<file path="src/rtl/core/vrrq_pkg.sv">
// Shared types, constants and helpers of the quadratic variable-rate resampler.
`timescale 1ns / 1ps
`default_nettype none

package vrrq_pkg;

    // Fixed field widths
    localparam int SAMPLE_BITS   = 16;
    localparam int RATIO_BITS    = 21;
    localparam int GAIN_BITS     = 16;
    localparam int PAN_BITS      = 17;

    // Fixed-point formats of the registers
    localparam int RATIO_FRAC    = 16;
    localparam int GAIN_FRAC     = 12;
    localparam int PAN_FRAC      = 16;

    // Default position fraction width
    localparam int FRAC_BITS_DEF = 16;

    // Configuration port
    localparam int CFG_INDEX_BITS = 4;
    localparam int CFG_DATA_BITS  = 21;

    localparam logic [CFG_INDEX_BITS-1:0] CFG_STEP_RATIO = 4'd0;
    localparam logic [CFG_INDEX_BITS-1:0] CFG_GAIN       = 4'd1;
    localparam logic [CFG_INDEX_BITS-1:0] CFG_PAN_LEFT   = 4'd2;
    localparam logic [CFG_INDEX_BITS-1:0] CFG_STEREO     = 4'd3;

    localparam logic [RATIO_BITS-1:0] STEP_RESET = 21'd65536;
    localparam logic [GAIN_BITS-1:0]  GAIN_RESET = 16'd4096;
    localparam logic [PAN_BITS-1:0]   PAN_RESET  = 17'd32768;
    localparam logic [PAN_BITS-1:0]   PAN_ONE    = 17'h10000;

    // Burst limit per input item
    localparam int MAX_RESULTS = 64;
    localparam int CNT_BITS    = $clog2(MAX_RESULTS);

    // Shared multiplier and datapath widths
    localparam int MUL_BITS  = 32;
    localparam int PROD_BITS = 2 * MUL_BITS;
    localparam int DIFF_BITS = 20;   // 2b and 2c coefficients
    localparam int Y_BITS    = 26;   // interpolated value before gain
    localparam int M_BITS    = 30;   // value after gain

    // Sequencer states
    typedef enum logic [3:0] {
        ST_IDLE,
        ST_TT,
        ST_BT,
        ST_CT,
        ST_SUM,
        ST_Y,
        ST_G,
        ST_M,
        ST_PL,
        ST_PR,
        ST_EMIT
    } vrrq_state_t;

    // Clamp a scaled value to the signed sample range
    function automatic logic signed [SAMPLE_BITS-1:0] sat_sample(
        input logic signed [M_BITS-1:0] x
    );
        logic signed [M_BITS-1:0] hi;
        logic signed [M_BITS-1:0] lo;
        hi = {{(M_BITS-SAMPLE_BITS+1){1'b0}}, {(SAMPLE_BITS-1){1'b1}}};
        lo = {{(M_BITS-SAMPLE_BITS+1){1'b1}}, {(SAMPLE_BITS-1){1'b0}}};
        if (x > hi)
        begin
            sat_sample = hi[SAMPLE_BITS-1:0];
        end
        else if (x < lo)
        begin
            sat_sample = lo[SAMPLE_BITS-1:0];
        end
        else
        begin
            sat_sample = x[SAMPLE_BITS-1:0];
        end
    endfunction

endpackage

`default_nettype wire

</file>
<file path="src/rtl/core/vrrq_if.sv">
// Channel interfaces of the resampler: sample input, result output, configuration writes.
`timescale 1ns / 1ps
`default_nettype none

interface vrrq_in_if;
    logic                                    valid;
    logic                                    ready;
    logic signed [vrrq_pkg::SAMPLE_BITS-1:0] sample;

    modport source (output valid, output sample, input ready);
    modport sink   (input valid, input sample, output ready);
endinterface

interface vrrq_out_if;
    logic                                    valid;
    logic                                    ready;
    logic signed [vrrq_pkg::SAMPLE_BITS-1:0] left_out;
    logic signed [vrrq_pkg::SAMPLE_BITS-1:0] right_out;
    logic                                    last;

    modport source (output valid, output left_out, output right_out, output last,
                    input ready);
    modport sink   (input valid, input left_out, input right_out, input last,
                    output ready);
endinterface

interface vrrq_cfg_if;
    logic                                  valid;
    logic                                  ready;
    logic [vrrq_pkg::CFG_INDEX_BITS-1:0]   index;
    logic [vrrq_pkg::CFG_DATA_BITS-1:0]    data;

    modport source (output valid, output index, output data, input ready);
    modport sink   (input valid, input index, input data, output ready);
endinterface

`default_nettype wire

</file>
<file path="src/rtl/core/variable_rate_resampler_quadratic_core.sv">
// Top level of the quadratic-interpolation variable-rate resampler.
`timescale 1ns / 1ps
`default_nettype none

// Variable-rate resampler with three-point quadratic interpolation. Each
// sample item shifts a three-entry history and moves the read position back
// by one sample; when the position falls below one half, the block emits a
// burst of one to 64 result items, each interpolated at position + 2, scaled
// by the gain and, in stereo mode, split by the pan. All multiplications go
// through one registered 32x32 signed multiplier driven by a small sequencer.
// An item that causes no result leaves the sequencer idle. For an item that
// causes results, each result passes through the states TT, BT, CT, SUM, Y, G,
// M and, in stereo, PL and PR (four or six passes through the shared multiplier
// plus rounding steps) before EMIT, which holds while the result channel stalls;
// the sample channel is ready only while the sequencer is idle. The output
// register lets the next sample be taken while the last result still waits.
// Configuration writes are always accepted and take effect at once.
module variable_rate_resampler_quadratic_core #(
    parameter int FRAC_BITS = vrrq_pkg::FRAC_BITS_DEF
) (
    input  wire         clk,
    input  wire         rst_n,
    vrrq_in_if.sink     samples,
    vrrq_out_if.source  results,
    vrrq_cfg_if.sink    cfg
);

    // Derived widths
    localparam int P     = FRAC_BITS + 8;              // read position
    localparam int TW    = FRAC_BITS + 5;              // interpolation point
    localparam int TTW   = FRAC_BITS + 7;              // squared point
    localparam int INCW  = FRAC_BITS + 5;              // position increment
    localparam int SHW   = vrrq_pkg::RATIO_BITS + FRAC_BITS;
    localparam int ACCW  = FRAC_BITS + 1 + vrrq_pkg::Y_BITS;
    localparam int SB    = vrrq_pkg::SAMPLE_BITS;
    localparam int MB    = vrrq_pkg::MUL_BITS;
    localparam int PB    = vrrq_pkg::PROD_BITS;
    localparam int DB    = vrrq_pkg::DIFF_BITS;
    localparam int YB    = vrrq_pkg::Y_BITS;
    localparam int MMB   = vrrq_pkg::M_BITS;

    // Position constants
    localparam logic signed [P-1:0] POS_ONE   = P'(64'd1 << FRAC_BITS);
    localparam logic signed [P-1:0] POS_HALF  = P'(64'd1 << (FRAC_BITS - 1));
    localparam logic signed [P-1:0] POS_NHALF = -POS_HALF;
    localparam logic signed [P-1:0] POS_MAX   = {1'b0, {(P-1){1'b1}}};
    localparam logic signed [P-1:0] POS_MIN   = {1'b1, {(P-1){1'b0}}};
    localparam logic signed [P:0]   T_TWO     = (P+1)'(64'd1 << (FRAC_BITS + 1));
    localparam logic signed [P:0]   T_MAX     = (P+1)'(64'd1 << (FRAC_BITS + 3));
    localparam logic signed [P:0]   T_MIN     = -T_MAX;

    // Rounding offsets
    localparam logic signed [PB-1:0]   TT_RND  = PB'(64'd1 << (FRAC_BITS - 1));
    localparam logic signed [ACCW-1:0] Y_RND   = ACCW'(64'd1 << FRAC_BITS);
    localparam logic signed [PB-1:0]   M_RND   = PB'(64'd1 << (vrrq_pkg::GAIN_FRAC - 1));
    localparam logic signed [PB-1:0]   PAN_RND = PB'(64'd1 << (vrrq_pkg::PAN_FRAC - 1));

    localparam logic [vrrq_pkg::CNT_BITS-1:0] CNT_LAST =
        vrrq_pkg::CNT_BITS'(vrrq_pkg::MAX_RESULTS - 1);

    // Control state
    vrrq_pkg::vrrq_state_t state_reg, state_next;
    logic signed [P-1:0]   pos_reg;
    logic signed [SB-1:0]  hist_older_reg, hist_old_reg, hist_new_reg;
    logic [vrrq_pkg::CNT_BITS-1:0] cnt_reg;
    logic                  out_valid_reg;

    // Configuration registers
    logic [vrrq_pkg::RATIO_BITS-1:0] step_reg;
    logic [vrrq_pkg::GAIN_BITS-1:0]  gain_reg;
    logic [vrrq_pkg::PAN_BITS-1:0]   pan_reg;
    logic                            stereo_reg;

    // Datapath registers
    logic signed [PB-1:0]   prod_reg;
    logic [TTW-1:0]         tt_reg;
    logic signed [ACCW-1:0] acc_reg;
    logic signed [YB-1:0]   y_reg;
    logic signed [MMB-1:0]  m_reg;
    logic signed [SB-1:0]   pan_l_reg;
    logic signed [SB-1:0]   left_reg, right_reg;
    logic                   last_reg;

    // Combinational signals
    logic                   accept;
    logic                   emit_go;
    logic                   more;
    logic                   samples_ready;
    logic                   mul_en;
    logic signed [MB-1:0]   mul_a, mul_b;
    logic signed [PB-1:0]   mul_p;
    logic signed [P:0]      pos_dec_w, pos_inc_w;
    logic signed [P-1:0]    pos_dec_sat, pos_inc_sat;
    logic [SHW-1:0]         step_sh;
    logic [INCW-1:0]        inc;
    logic signed [P:0]      t_w, t_c;
    logic signed [TW-1:0]   t_val;
    logic signed [DB-1:0]   y0e, y1e, y2e, b2, c2;
    logic signed [PB-1:0]   tt_rnd, m_rnd, s_rnd;
    logic [TTW-1:0]         tt_next;
    logic signed [ACCW-1:0] acc_next;
    logic signed [YB-1:0]   y_next;
    logic signed [MMB-1:0]  m_next, s_val;
    logic [vrrq_pkg::PAN_BITS-1:0] pan_l, pan_r;

    // Handshakes
    assign accept  = samples.valid && samples_ready;
    assign emit_go = (state_reg == vrrq_pkg::ST_EMIT) && (!out_valid_reg || results.ready);
    assign samples.ready = samples_ready;
    assign cfg.ready     = 1'b1;

    // Step back one sample, saturating
    assign pos_dec_w = {pos_reg[P-1], pos_reg} - {POS_ONE[P-1], POS_ONE};
    assign pos_dec_sat = (pos_dec_w[P] != pos_dec_w[P-1])
                       ? (pos_dec_w[P] ? POS_MIN : POS_MAX) : pos_dec_w[P-1:0];

    // Advance by the step ratio rescaled to the position format, saturating
    assign step_sh = {step_reg, {FRAC_BITS{1'b0}}};
    assign inc     = step_sh[SHW-1:vrrq_pkg::RATIO_FRAC];
    assign pos_inc_w = {pos_reg[P-1], pos_reg} + {{(P+1-INCW){1'b0}}, inc};
    assign pos_inc_sat = (pos_inc_w[P] != pos_inc_w[P-1])
                       ? (pos_inc_w[P] ? POS_MIN : POS_MAX) : pos_inc_w[P-1:0];
    assign more = (pos_inc_sat < POS_NHALF) && (cnt_reg != CNT_LAST);

    // Interpolation point, clamped to +/- 8
    assign t_w = {pos_reg[P-1], pos_reg} + T_TWO;
    always_comb
    begin
        if (t_w > T_MAX)
        begin
            t_c = T_MAX;
        end
        else if (t_w < T_MIN)
        begin
            t_c = T_MIN;
        end
        else
        begin
            t_c = t_w;
        end
    end
    assign t_val = t_c[TW-1:0];

    // Quadratic coefficients from the history
    assign y0e = {{(DB-SB){hist_older_reg[SB-1]}}, hist_older_reg};
    assign y1e = {{(DB-SB){hist_old_reg[SB-1]}}, hist_old_reg};
    assign y2e = {{(DB-SB){hist_new_reg[SB-1]}}, hist_new_reg};
    assign b2  = (y1e <<< 2) - (y0e <<< 1) - y0e - y2e;
    assign c2  = y0e - (y1e <<< 1) + y2e;

    // Rounding and narrowing of products
    assign tt_rnd   = prod_reg + TT_RND;
    assign tt_next  = tt_rnd[FRAC_BITS+TTW-1:FRAC_BITS];
    assign acc_next = acc_reg + prod_reg[ACCW-1:0] + Y_RND;
    assign y_next   = {{(YB-SB){hist_older_reg[SB-1]}}, hist_older_reg}
                    + acc_reg[ACCW-1:FRAC_BITS+1];
    assign m_rnd    = prod_reg + M_RND;
    assign m_next   = m_rnd[vrrq_pkg::GAIN_FRAC+MMB-1:vrrq_pkg::GAIN_FRAC];
    assign s_rnd    = prod_reg + PAN_RND;
    assign s_val    = s_rnd[vrrq_pkg::PAN_FRAC+MMB-1:vrrq_pkg::PAN_FRAC];

    // Pan fractions, values above one act as one
    assign pan_l = pan_reg[vrrq_pkg::PAN_BITS-1] ? vrrq_pkg::PAN_ONE : pan_reg;
    assign pan_r = vrrq_pkg::PAN_ONE - pan_l;

    // Shared multiplier
    assign mul_p = mul_a * mul_b;

    // Next state
    always_comb
    begin
        state_next = state_reg;
        case (state_reg)
            vrrq_pkg::ST_IDLE:
            begin
                if (accept && (pos_dec_sat < POS_HALF))
                begin
                    state_next = vrrq_pkg::ST_TT;
                end
            end
            vrrq_pkg::ST_TT:  state_next = vrrq_pkg::ST_BT;
            vrrq_pkg::ST_BT:  state_next = vrrq_pkg::ST_CT;
            vrrq_pkg::ST_CT:  state_next = vrrq_pkg::ST_SUM;
            vrrq_pkg::ST_SUM: state_next = vrrq_pkg::ST_Y;
            vrrq_pkg::ST_Y:   state_next = vrrq_pkg::ST_G;
            vrrq_pkg::ST_G:   state_next = vrrq_pkg::ST_M;
            vrrq_pkg::ST_M:
            begin
                state_next = stereo_reg ? vrrq_pkg::ST_PL : vrrq_pkg::ST_EMIT;
            end
            vrrq_pkg::ST_PL:  state_next = vrrq_pkg::ST_PR;
            vrrq_pkg::ST_PR:  state_next = vrrq_pkg::ST_EMIT;
            vrrq_pkg::ST_EMIT:
            begin
                if (emit_go)
                begin
                    state_next = more ? vrrq_pkg::ST_TT : vrrq_pkg::ST_IDLE;
                end
            end
            default: state_next = vrrq_pkg::ST_IDLE;
        endcase
    end

    // Sequencer outputs: ready and multiplier operands
    always_comb
    begin
        samples_ready = 1'b0;
        mul_en        = 1'b0;
        mul_a         = '0;
        mul_b         = '0;
        case (state_reg)
            vrrq_pkg::ST_IDLE:
            begin
                samples_ready = 1'b1;
            end
            vrrq_pkg::ST_TT:
            begin
                mul_en = 1'b1;
                mul_a  = {{(MB-TW){t_val[TW-1]}}, t_val};
                mul_b  = {{(MB-TW){t_val[TW-1]}}, t_val};
            end
            vrrq_pkg::ST_BT:
            begin
                mul_en = 1'b1;
                mul_a  = {{(MB-DB){b2[DB-1]}}, b2};
                mul_b  = {{(MB-TW){t_val[TW-1]}}, t_val};
            end
            vrrq_pkg::ST_CT:
            begin
                mul_en = 1'b1;
                mul_a  = {{(MB-DB){c2[DB-1]}}, c2};
                mul_b  = {{(MB-TTW){1'b0}}, tt_reg};
            end
            vrrq_pkg::ST_G:
            begin
                mul_en = 1'b1;
                mul_a  = {{(MB-YB){y_reg[YB-1]}}, y_reg};
                mul_b  = {{(MB-vrrq_pkg::GAIN_BITS){1'b0}}, gain_reg};
            end
            vrrq_pkg::ST_PL:
            begin
                mul_en = 1'b1;
                mul_a  = {{(MB-MMB){m_reg[MMB-1]}}, m_reg};
                mul_b  = {{(MB-vrrq_pkg::PAN_BITS){1'b0}}, pan_l};
            end
            vrrq_pkg::ST_PR:
            begin
                mul_en = 1'b1;
                mul_a  = {{(MB-MMB){m_reg[MMB-1]}}, m_reg};
                mul_b  = {{(MB-vrrq_pkg::PAN_BITS){1'b0}}, pan_r};
            end
            default: ;
        endcase
    end

    // Control registers
    always_ff @(posedge clk or negedge rst_n)
    begin
        if (!rst_n)
        begin
            state_reg      <= vrrq_pkg::ST_IDLE;
            pos_reg        <= -POS_ONE;
            hist_older_reg <= '0;
            hist_old_reg   <= '0;
            hist_new_reg   <= '0;
            cnt_reg        <= '0;
            out_valid_reg  <= 1'b0;
        end
        else
        begin
            state_reg <= state_next;

            // Shift history and step back on each item
            if (accept)
            begin
                hist_older_reg <= hist_old_reg;
                hist_old_reg   <= hist_new_reg;
                hist_new_reg   <= samples.sample;
                pos_reg        <= pos_dec_sat;
                cnt_reg        <= '0;
            end
            else if (emit_go)
            begin
                pos_reg <= pos_inc_sat;
                cnt_reg <= cnt_reg + 1'b1;
            end

            // Hold the result until taken
            if (emit_go)
            begin
                out_valid_reg <= 1'b1;
            end
            else if (results.ready)
            begin
                out_valid_reg <= 1'b0;
            end
        end
    end

    // Configuration writes
    always_ff @(posedge clk or negedge rst_n)
    begin
        if (!rst_n)
        begin
            step_reg   <= vrrq_pkg::STEP_RESET;
            gain_reg   <= vrrq_pkg::GAIN_RESET;
            pan_reg    <= vrrq_pkg::PAN_RESET;
            stereo_reg <= 1'b0;
        end
        else if (cfg.valid)
        begin
            case (cfg.index)
                vrrq_pkg::CFG_STEP_RATIO: step_reg   <= cfg.data[vrrq_pkg::RATIO_BITS-1:0];
                vrrq_pkg::CFG_GAIN:       gain_reg   <= cfg.data[vrrq_pkg::GAIN_BITS-1:0];
                vrrq_pkg::CFG_PAN_LEFT:   pan_reg    <= cfg.data[vrrq_pkg::PAN_BITS-1:0];
                vrrq_pkg::CFG_STEREO:     stereo_reg <= cfg.data[0];
                default: ;
            endcase
        end
    end

    // Datapath registers
    always_ff @(posedge clk)
    begin
        if (mul_en)
        begin
            prod_reg <= mul_p;
        end
        if (state_reg == vrrq_pkg::ST_BT)
        begin
            tt_reg <= tt_next;
        end
        if (state_reg == vrrq_pkg::ST_CT)
        begin
            acc_reg <= prod_reg[ACCW-1:0];
        end
        if (state_reg == vrrq_pkg::ST_SUM)
        begin
            acc_reg <= acc_next;
        end
        if (state_reg == vrrq_pkg::ST_Y)
        begin
            y_reg <= y_next;
        end
        if (state_reg == vrrq_pkg::ST_M)
        begin
            m_reg <= m_next;
        end
        if (state_reg == vrrq_pkg::ST_PR)
        begin
            pan_l_reg <= vrrq_pkg::sat_sample(s_val);
        end

        // Load the result item
        if (emit_go)
        begin
            left_reg  <= stereo_reg ? pan_l_reg : vrrq_pkg::sat_sample(m_reg);
            right_reg <= stereo_reg ? vrrq_pkg::sat_sample(s_val) : '0;
            last_reg  <= !more;
        end
    end

    assign results.valid     = out_valid_reg;
    assign results.left_out  = left_reg;
    assign results.right_out = right_reg;
    assign results.last      = last_reg;

    // History holds while a burst is in progress
    a_hist_hold: assert property (@(posedge clk) disable iff (!rst_n)
        (state_reg != vrrq_pkg::ST_IDLE) |=> $stable(hist_new_reg) && $stable(hist_old_reg))
        else $error("history changed during a burst");

    // A result marked last returns the sequencer to idle
    a_last_idle: assert property (@(posedge clk) disable iff (!rst_n)
        (emit_go && !more) |=> (state_reg == vrrq_pkg::ST_IDLE))
        else $error("sequencer busy after final result");

    // A continued burst starts only with the position below minus one half
    a_cont_pos: assert property (@(posedge clk) disable iff (!rst_n)
        (state_reg == vrrq_pkg::ST_TT && $past(state_reg) == vrrq_pkg::ST_EMIT)
        |-> (pos_reg < POS_NHALF))
        else $error("burst continued with position not below minus one half");

    // The burst limit always ends the burst
    a_burst_limit: assert property (@(posedge clk) disable iff (!rst_n)
        (emit_go && cnt_reg == CNT_LAST) |=> (state_reg == vrrq_pkg::ST_IDLE) && last_reg)
        else $error("burst exceeded the result limit");

endmodule

`default_nettype wire

</file>
<file path="src/flat_wrapper.sv">
// flat-port wrapper written by rule: the top's interface ports become plain ports
module variable_rate_resampler_quadratic_core_flat 
#(
    parameter int FRAC_BITS = vrrq_pkg::FRAC_BITS_DEF
)
  (clk, rst_n, samples_valid, samples_sample, samples_ready, results_valid, results_left_out, results_right_out, results_last, results_ready, cfg_valid, cfg_index, cfg_data, cfg_ready);
  vrrq_in_if samples_i ();
  vrrq_out_if results_i ();
  vrrq_cfg_if cfg_i ();
  input  wire clk;
  input  wire rst_n;
  input wire logic [$bits(samples_i.valid)-1:0] samples_valid;
  input wire logic [$bits(samples_i.sample)-1:0] samples_sample;
  output wire logic [$bits(samples_i.ready)-1:0] samples_ready;
  output wire logic [$bits(results_i.valid)-1:0] results_valid;
  output wire logic [$bits(results_i.left_out)-1:0] results_left_out;
  output wire logic [$bits(results_i.right_out)-1:0] results_right_out;
  output wire logic [$bits(results_i.last)-1:0] results_last;
  input wire logic [$bits(results_i.ready)-1:0] results_ready;
  input wire logic [$bits(cfg_i.valid)-1:0] cfg_valid;
  input wire logic [$bits(cfg_i.index)-1:0] cfg_index;
  input wire logic [$bits(cfg_i.data)-1:0] cfg_data;
  output wire logic [$bits(cfg_i.ready)-1:0] cfg_ready;
  assign samples_i.valid = samples_valid;
  assign samples_i.sample = samples_sample;
  assign samples_ready = samples_i.ready;
  assign results_valid = results_i.valid;
  assign results_left_out = results_i.left_out;
  assign results_right_out = results_i.right_out;
  assign results_last = results_i.last;
  assign results_i.ready = results_ready;
  assign cfg_i.valid = cfg_valid;
  assign cfg_i.index = cfg_index;
  assign cfg_i.data = cfg_data;
  assign cfg_ready = cfg_i.ready;
  variable_rate_resampler_quadratic_core #(.FRAC_BITS(FRAC_BITS)) u_core (.clk(clk), .rst_n(rst_n), .samples(samples_i), .results(results_i), .cfg(cfg_i));
endmodule
</file>
<file path="config.mk">
export PLATFORM = sky130hd
export DESIGN_NAME = variable_rate_resampler_quadratic_core_flat
export DESIGN_NICKNAME = d
export VERILOG_FILES = /design/src/rtl/core/vrrq_pkg.sv /design/src/rtl/core/vrrq_if.sv /design/src/rtl/core/variable_rate_resampler_quadratic_core.sv /design/src/flat_wrapper.sv
export SDC_FILE = /design/constraint.sdc
export NUM_CORES = 2
export LEC_CHECK = 0
export BUFFER_PORTS_ARGS = -buffer_cell sky130_fd_sc_hd__clkbuf_2
export CAP_MARGIN = 40
export CORE_MARGIN = 4
export CORE_UTILIZATION = 45
export CTS_BUF_LIST = sky130_fd_sc_hd__clkbuf_8 sky130_fd_sc_hd__clkbuf_16
export DETAILED_ROUTE_END_ITERATION = 8
export GPL_ROUTABILITY_DRIVEN = 0
export PLACE_DENSITY = 0.61
export SLEW_MARGIN = 20
export SYNTH_ARGS = -nofsm -noshare
export SYNTH_HDL_FRONTEND = slang
export SYNTH_SLANG_ARGS = --single-unit
</file>
<file path="constraint.sdc">
create_clock -name clk -period 12.6 [get_ports clk]
set_input_delay 1.26 -clock clk [delete_from_list [all_inputs] [get_ports clk]]
set_output_delay 1.26 -clock clk [all_outputs]
set_load 0.005 [all_outputs]
</file>
## Yosys cells after proc, flatten, opt, wreduce, memory -nomap -nowiden

Cells that the tools add are included.

| word-level totals | value |
|---|---|
| register bits | 355 |
| output and inout port bits | 36 |

| cells by class | value |
|---|---|
| add/sub/neg operators | 15 |
| multipliers | 1 |
| order comparisons | 8 |
| eq/ne operators | 18 |
| multiplexer cells | 29 |
| reductions and logical operators | 20 |

Operator list:

| cell | number |
|---|---|
| $pmux 32 s5 | 2 |
| $mux 24 | 6 |
| $mux 43 | 2 |
| $mux 16 | 5 |
| $gt 30x16->1 const B | 2 |
| $lt 30x16->1 const B | 2 |
| $add 46x17->46 const B | 1 |
| $mul 32x32->46 | 1 |
| $pmux 4 s11 | 1 |
| $add 43x17->43 const B | 1 |
| $add 43x43->43 | 1 |
| $add 42x13->42 const B | 1 |
| $mux 21 | 2 |
| $add 26x26->26 | 1 |
| $add 24x19->25 const B | 1 |
| $add 24x22->25 | 1 |
| $gt 25x21->1 const B | 1 |
| $lt 25x20->1 const B | 1 |
| $sub 24x18->25 const B | 1 |
| $lt 24x16->1 const B | 1 |
| $lt 24x17->1 const B | 1 |
| $sub 19x16->20 | 1 |
| $sub 20x16->20 | 1 |
| $add 18x16->19 | 1 |
| 24 further kinds | 53 |

## Logic depth before layout (Yosys ltp)

| logic depth | value |
|---|---|
| word-level depth | 8 |
| mapped depth | 44 |
| mapped depth without buffers | 43 |

## Worst setup path after synthesis

Ideal clock, no wire load.

| path | value |
|---|---|
| path type | reg2reg |
| start | reg u_core.hist_older_reg[6] |
| end | reg u_core.prod_reg[45], data pin |
| data arrival time | 10647 ps |
| data required time | 12342 ps |
| path slack | 1696 ps |
| cell stages (with the launch flop) | 39 |
| buffers on the path | 1 |
| period minus slack after synthesis | 10904 ps |
| path through | dfrtp_1 > fa_1 > inv_1 > fa_1 > ha_1 > or3_1 > o31ai_1 > o21ai_0 > o41ai_1 > o21bai_1 > a21oi_1 > xor2_1 > o211a_1 > clkbuf_1 > nor2_1 > fa_1 > inv_1 > fa_1 > [3 not listed] > fa_1 > fa_1 > fa_1 > inv_1 > fa_1 > inv_1 > ha_1 > a21oi_1 > o211ai_1 > a221oi_1 > o21ai_0 > a211oi_1 > o21ai_0 > a21o_1 > a21oi_1 > o221ai_1 > xnor3_1 > xnor2_1 |

| between the ends | value |
|---|---|
| cells in the longest elaborated chain, start to end | 5 |

RTL lines:

| item | RTL line | RTL |
|---|---|---|
| from (decl) | variable_rate_resampler_quadratic_core.sv:64 | `logic signed [SB-1:0] hist_older_reg, hist_old_reg, hist_new_reg;` |
| from (signal assigned) | variable_rate_resampler_quadratic_core.sv:276 | `hist_older_reg <= hist_old_reg;` |
| $sub 18x17->19 | variable_rate_resampler_quadratic_core.sv:148 | `assign b2 = (y1e <<< 2) - (y0e <<< 1) - y0e - y2e;` |
| $sub 19x16->20 | variable_rate_resampler_quadratic_core.sv:148 |  |
| $sub 20x16->20 | variable_rate_resampler_quadratic_core.sv:148 |  |
| $pmux 32 s5 * | variable_rate_resampler_quadratic_core.sv:211 | `case (state_reg)` |
| $mul 32x32->46 * | variable_rate_resampler_quadratic_core.sv:167 | `assign mul_p = mul_a * mul_b;` |
| named net u_core.mul_p[45] | variable_rate_resampler_quadratic_core.sv:91 | `logic signed [PB-1:0] mul_p;` |
| to (signal assigned) | variable_rate_resampler_quadratic_core.sv:327 | `prod_reg <= mul_p;` |
| to (decl) | variable_rate_resampler_quadratic_core.sv:75 | `logic signed [PB-1:0] prod_reg;` |

The timed path passes the listed nets; every way through them passes the cells marked *.
A chain may end at the register's enable or synchronous reset.

## Worst setup path after layout

| path | value |
|---|---|
| start | reg u_core.hist_older_reg[3] |
| end | reg u_core.prod_reg[45], data pin |

The elaborated chain is that of the path after synthesis.

==> metrics <==
CTS root buffer clkbuf_16; Total Negative Setup Slacks 0 ns; asr flop ratio synth 38.9%; Worst path most repeated cell fa_1; final clock skew ~0.025 ns; headroom to the max-slew limit 33.2%; number of hold violations in the final report 0; DRT Pass-1 Iters 7; min Tclk post-route 11.95 ns; DR iter-0 viols 3,733; Synth cell types 83; largest net degree at the start of global routing 84; CTS Sinks about 360; IO Pins 82; DRT antenna net count 0; drc violations 0; gr usage total between 20% and 30%; post-synthesis sequential area ratio a little over 20%; actual slew at the worst max-slew pin roughly 1 ns; crit path DAT 12.31 ns; area share of the largest cell type after synthesis between 30% and 40%; RSZ-0062 raised after global routing false; TritonCTS clock tree done; final core utilization roughly 49%; Layout area overhead 8.54%; CP Capture Type flop; Vias a little under 40,000; Core Area ~110,000 um^2; synthesized area per cell about 9.3 um^2; Num CTS Buffers 40; EDFF count, synth 217; number of global-route vias before repair 38,650; fillers 10,285; Crit Path Max Fanout 10; H-Tree Depth 2; Clock transition at path regs 0.06 ns; Top FF cell, synth edfxtp_1; Worst-Skew Late Latency ~0.61 ns; outcome completed; Crit path required time 12.96 ns; nets between 6,000 and 7,000; Max Freq 83.6 MHz; flip-flop count of the largest register after layout 46; final setup vio count 0; hold crit path type flop to flop; drt via density around 5.6; die area ~120,000 um^2; port buffer count 80; leading area contributor after synthesis fa_1; synthesized net count between 6,000 and 7,000; Die X approximately 340 um; hold buffers post-CTS 0; initial antenna violation count 9; GRT overflow 0; critical path startpoint category flop; Synthesis Warnings 0; share of post-route cells with drive strength above 1 7.81%; PostCTS Resize Cnt 0; CP max-delay cell fa_1; Tcrit/Tclk final between 90% and 100%; Clock Path Buffers 3; max-cap check violation count 0; Post-Syn Area about 50,000 um^2; Synth Instances between 5,000 and 6,000; post-synthesis register bit count 355; WL final roughly 150 mm; Setup CP Type flop to flop; wire length per cell around 22 um; Final HPWL DP 127 mm; row count 121; Area contributors post-synth fa_1 (33%), edfxtp_1 (13%), ha_1 (8.6%); first-pass GRT wire length 238 mm; count of pins over their slew limit 0; postcts setup bufs 0; Die Y between 300 and 400 um; Initial Util 45.4%; crit-path max cell delay roughly 0.55 ns
==> synth_stat cells, drive strengths merged (21+ instances only) <==
cell    number
dfrtp      127
xor2        80
a21o        77
a221o       21
fa         811
and3        29
o21ai      205
nand4       41
nand2b      55
mux2        59
inv       1134
nor2       512
a21oi      187
nand2      542
a22oi       31
edfxtp     217
buf         26
clkbuf     171
nor2b       33
a221oi      22
nand3       70
nor3        46
xnor2      167
ha         342
o21a        29
and2        30
==> cells in the final DEF, fill, tap and decap left out, types with 12 or more instances in the layout <==
cell type | synthesis | layout
nor2_1 | 512 | 507
nor3_1 | 46 | 45
nand2b_1 | 55 | 55
xor2_1 | 80 | 80
nor4_1 | 12 | 12
inv_1 | 1134 | 1136
nor2b_1 | 33 | 33
nand2_1 | 542 | 541
a31oi_1 | 15 | 15
nand3_1 | 69 | 68
o21bai_1 | 19 | 19
buf_4 | 2 | 130
ha_1 | 342 | 342
o211ai_1 | 16 | 16
clkbuf_2 | 0 | 80
a21oi_1 | 186 | 182
o21a_1 | 29 | 29
a21o_1 | 77 | 77
clkbuf_16 | 0 | 42
a22oi_1 | 31 | 31
or3_1 | 16 | 16
and2_1 | 29 | 29
fa_1 | 811 | 811
a2bb2oi_1 | 16 | 16
a211oi_1 | 19 | 17
o21ai_0 | 203 | 203
edfxtp_1 | 217 | 217
a221o_1 | 21 | 21
and3_1 | 29 | 28
mux2_2 | 59 | 59
xnor2_1 | 167 | 167
dfrtp_1 | 127 | 127
nand4_1 | 41 | 41
==> layer usage <==
layer / global-route usage (%) / share of wire, %
met1: 37.8 / 41
met2: 41.8 / 44
met3: 4.89 / 9.1
met4: 11.5 / 5.4
met5: 0 / 0.037
==> worst max-delay path, delay by kind of cell, from the launching register on <==
kind	cells	cell delay, ns
adders and majority gates	12	5.75
AOI/OAI and AO/OA	17	4.47
xor gates and xnor gates	3	0.65
DFF	1	0.44
buffers and inverters	5	0.25
and+or+nand+nor	1	0.13
==> kinds of logic (layout without fill, tap and decap cells) <==
family	Yosys count	in the layout	share of synthesized area, %
flops	355	355	20.1
simple gates	1426	1426	12.5
fa+ha+maj	1153	1153	41.4
compound gates	762	762	10.0
buf+inv	1332	1430	10.1
xor+xnor	250	250	4.50
mux	62	62	1.40
other cells	1	2	0.00756
==> stage by stage <==
stage / setup WS [ns] / area (um^2) / hold slack [ns] / instances
after floorplan: 1.70 / 49600 / 0.481 / 5341
after global routing: 0.0177 / 53800 / 0.549 / 6915
after CTS: 0.185 / 53800 / 0.523 / 6913
after global placement: 0.258 / 52300 / 0.501 / 6829
final: 0.645 / 53900 / 0.519 / 6916
after detailed placement: 0.216 / 52400 / 0.504 / 6839
==> path summary, 6_finish.rpt <==
path | from | end | slack (ns) | cells past startpoint
setup / recovery | u_core.hist_older_reg[3] | u_core.prod_reg[45] | 0.65 | 38
hold / removal | u_core.inc[18] | u_core.inc[18] | 0.52 | 1
setup reg to reg | u_core.hist_older_reg[3] | u_core.prod_reg[45] | 0.65 | 38
hold reg to reg | u_core.inc[18] | u_core.inc[18] | 0.52 | 1
max in group asynchronous | rst_n | u_core.pos_reg[9] | 10.73 | 3
min in group asynchronous | rst_n | u_core.hist_old_reg[10] | 0.68 | 1
==> layout make-up <==
cell class / count / area (um^2) / area share [%]
multi-input cells: 3654 / 34800 / 64.7
flip-flops and latches: 355 / 9980 / 18.5
inverters: 1135 / 4260 / 7.91
well taps: 1476 / 1850 / 3.43
repair buffers: 221 / 1550 / 2.87
clock buffers: 45 / 1090 / 2.03
clock inverters: 29 / 279 / 0.518
diodes: 1 / 2.50 / 0.00465
Power is left out: the tool's default activity adds up to more than one toggle a clock period on the data nets, which glitch-free logic cannot reach.
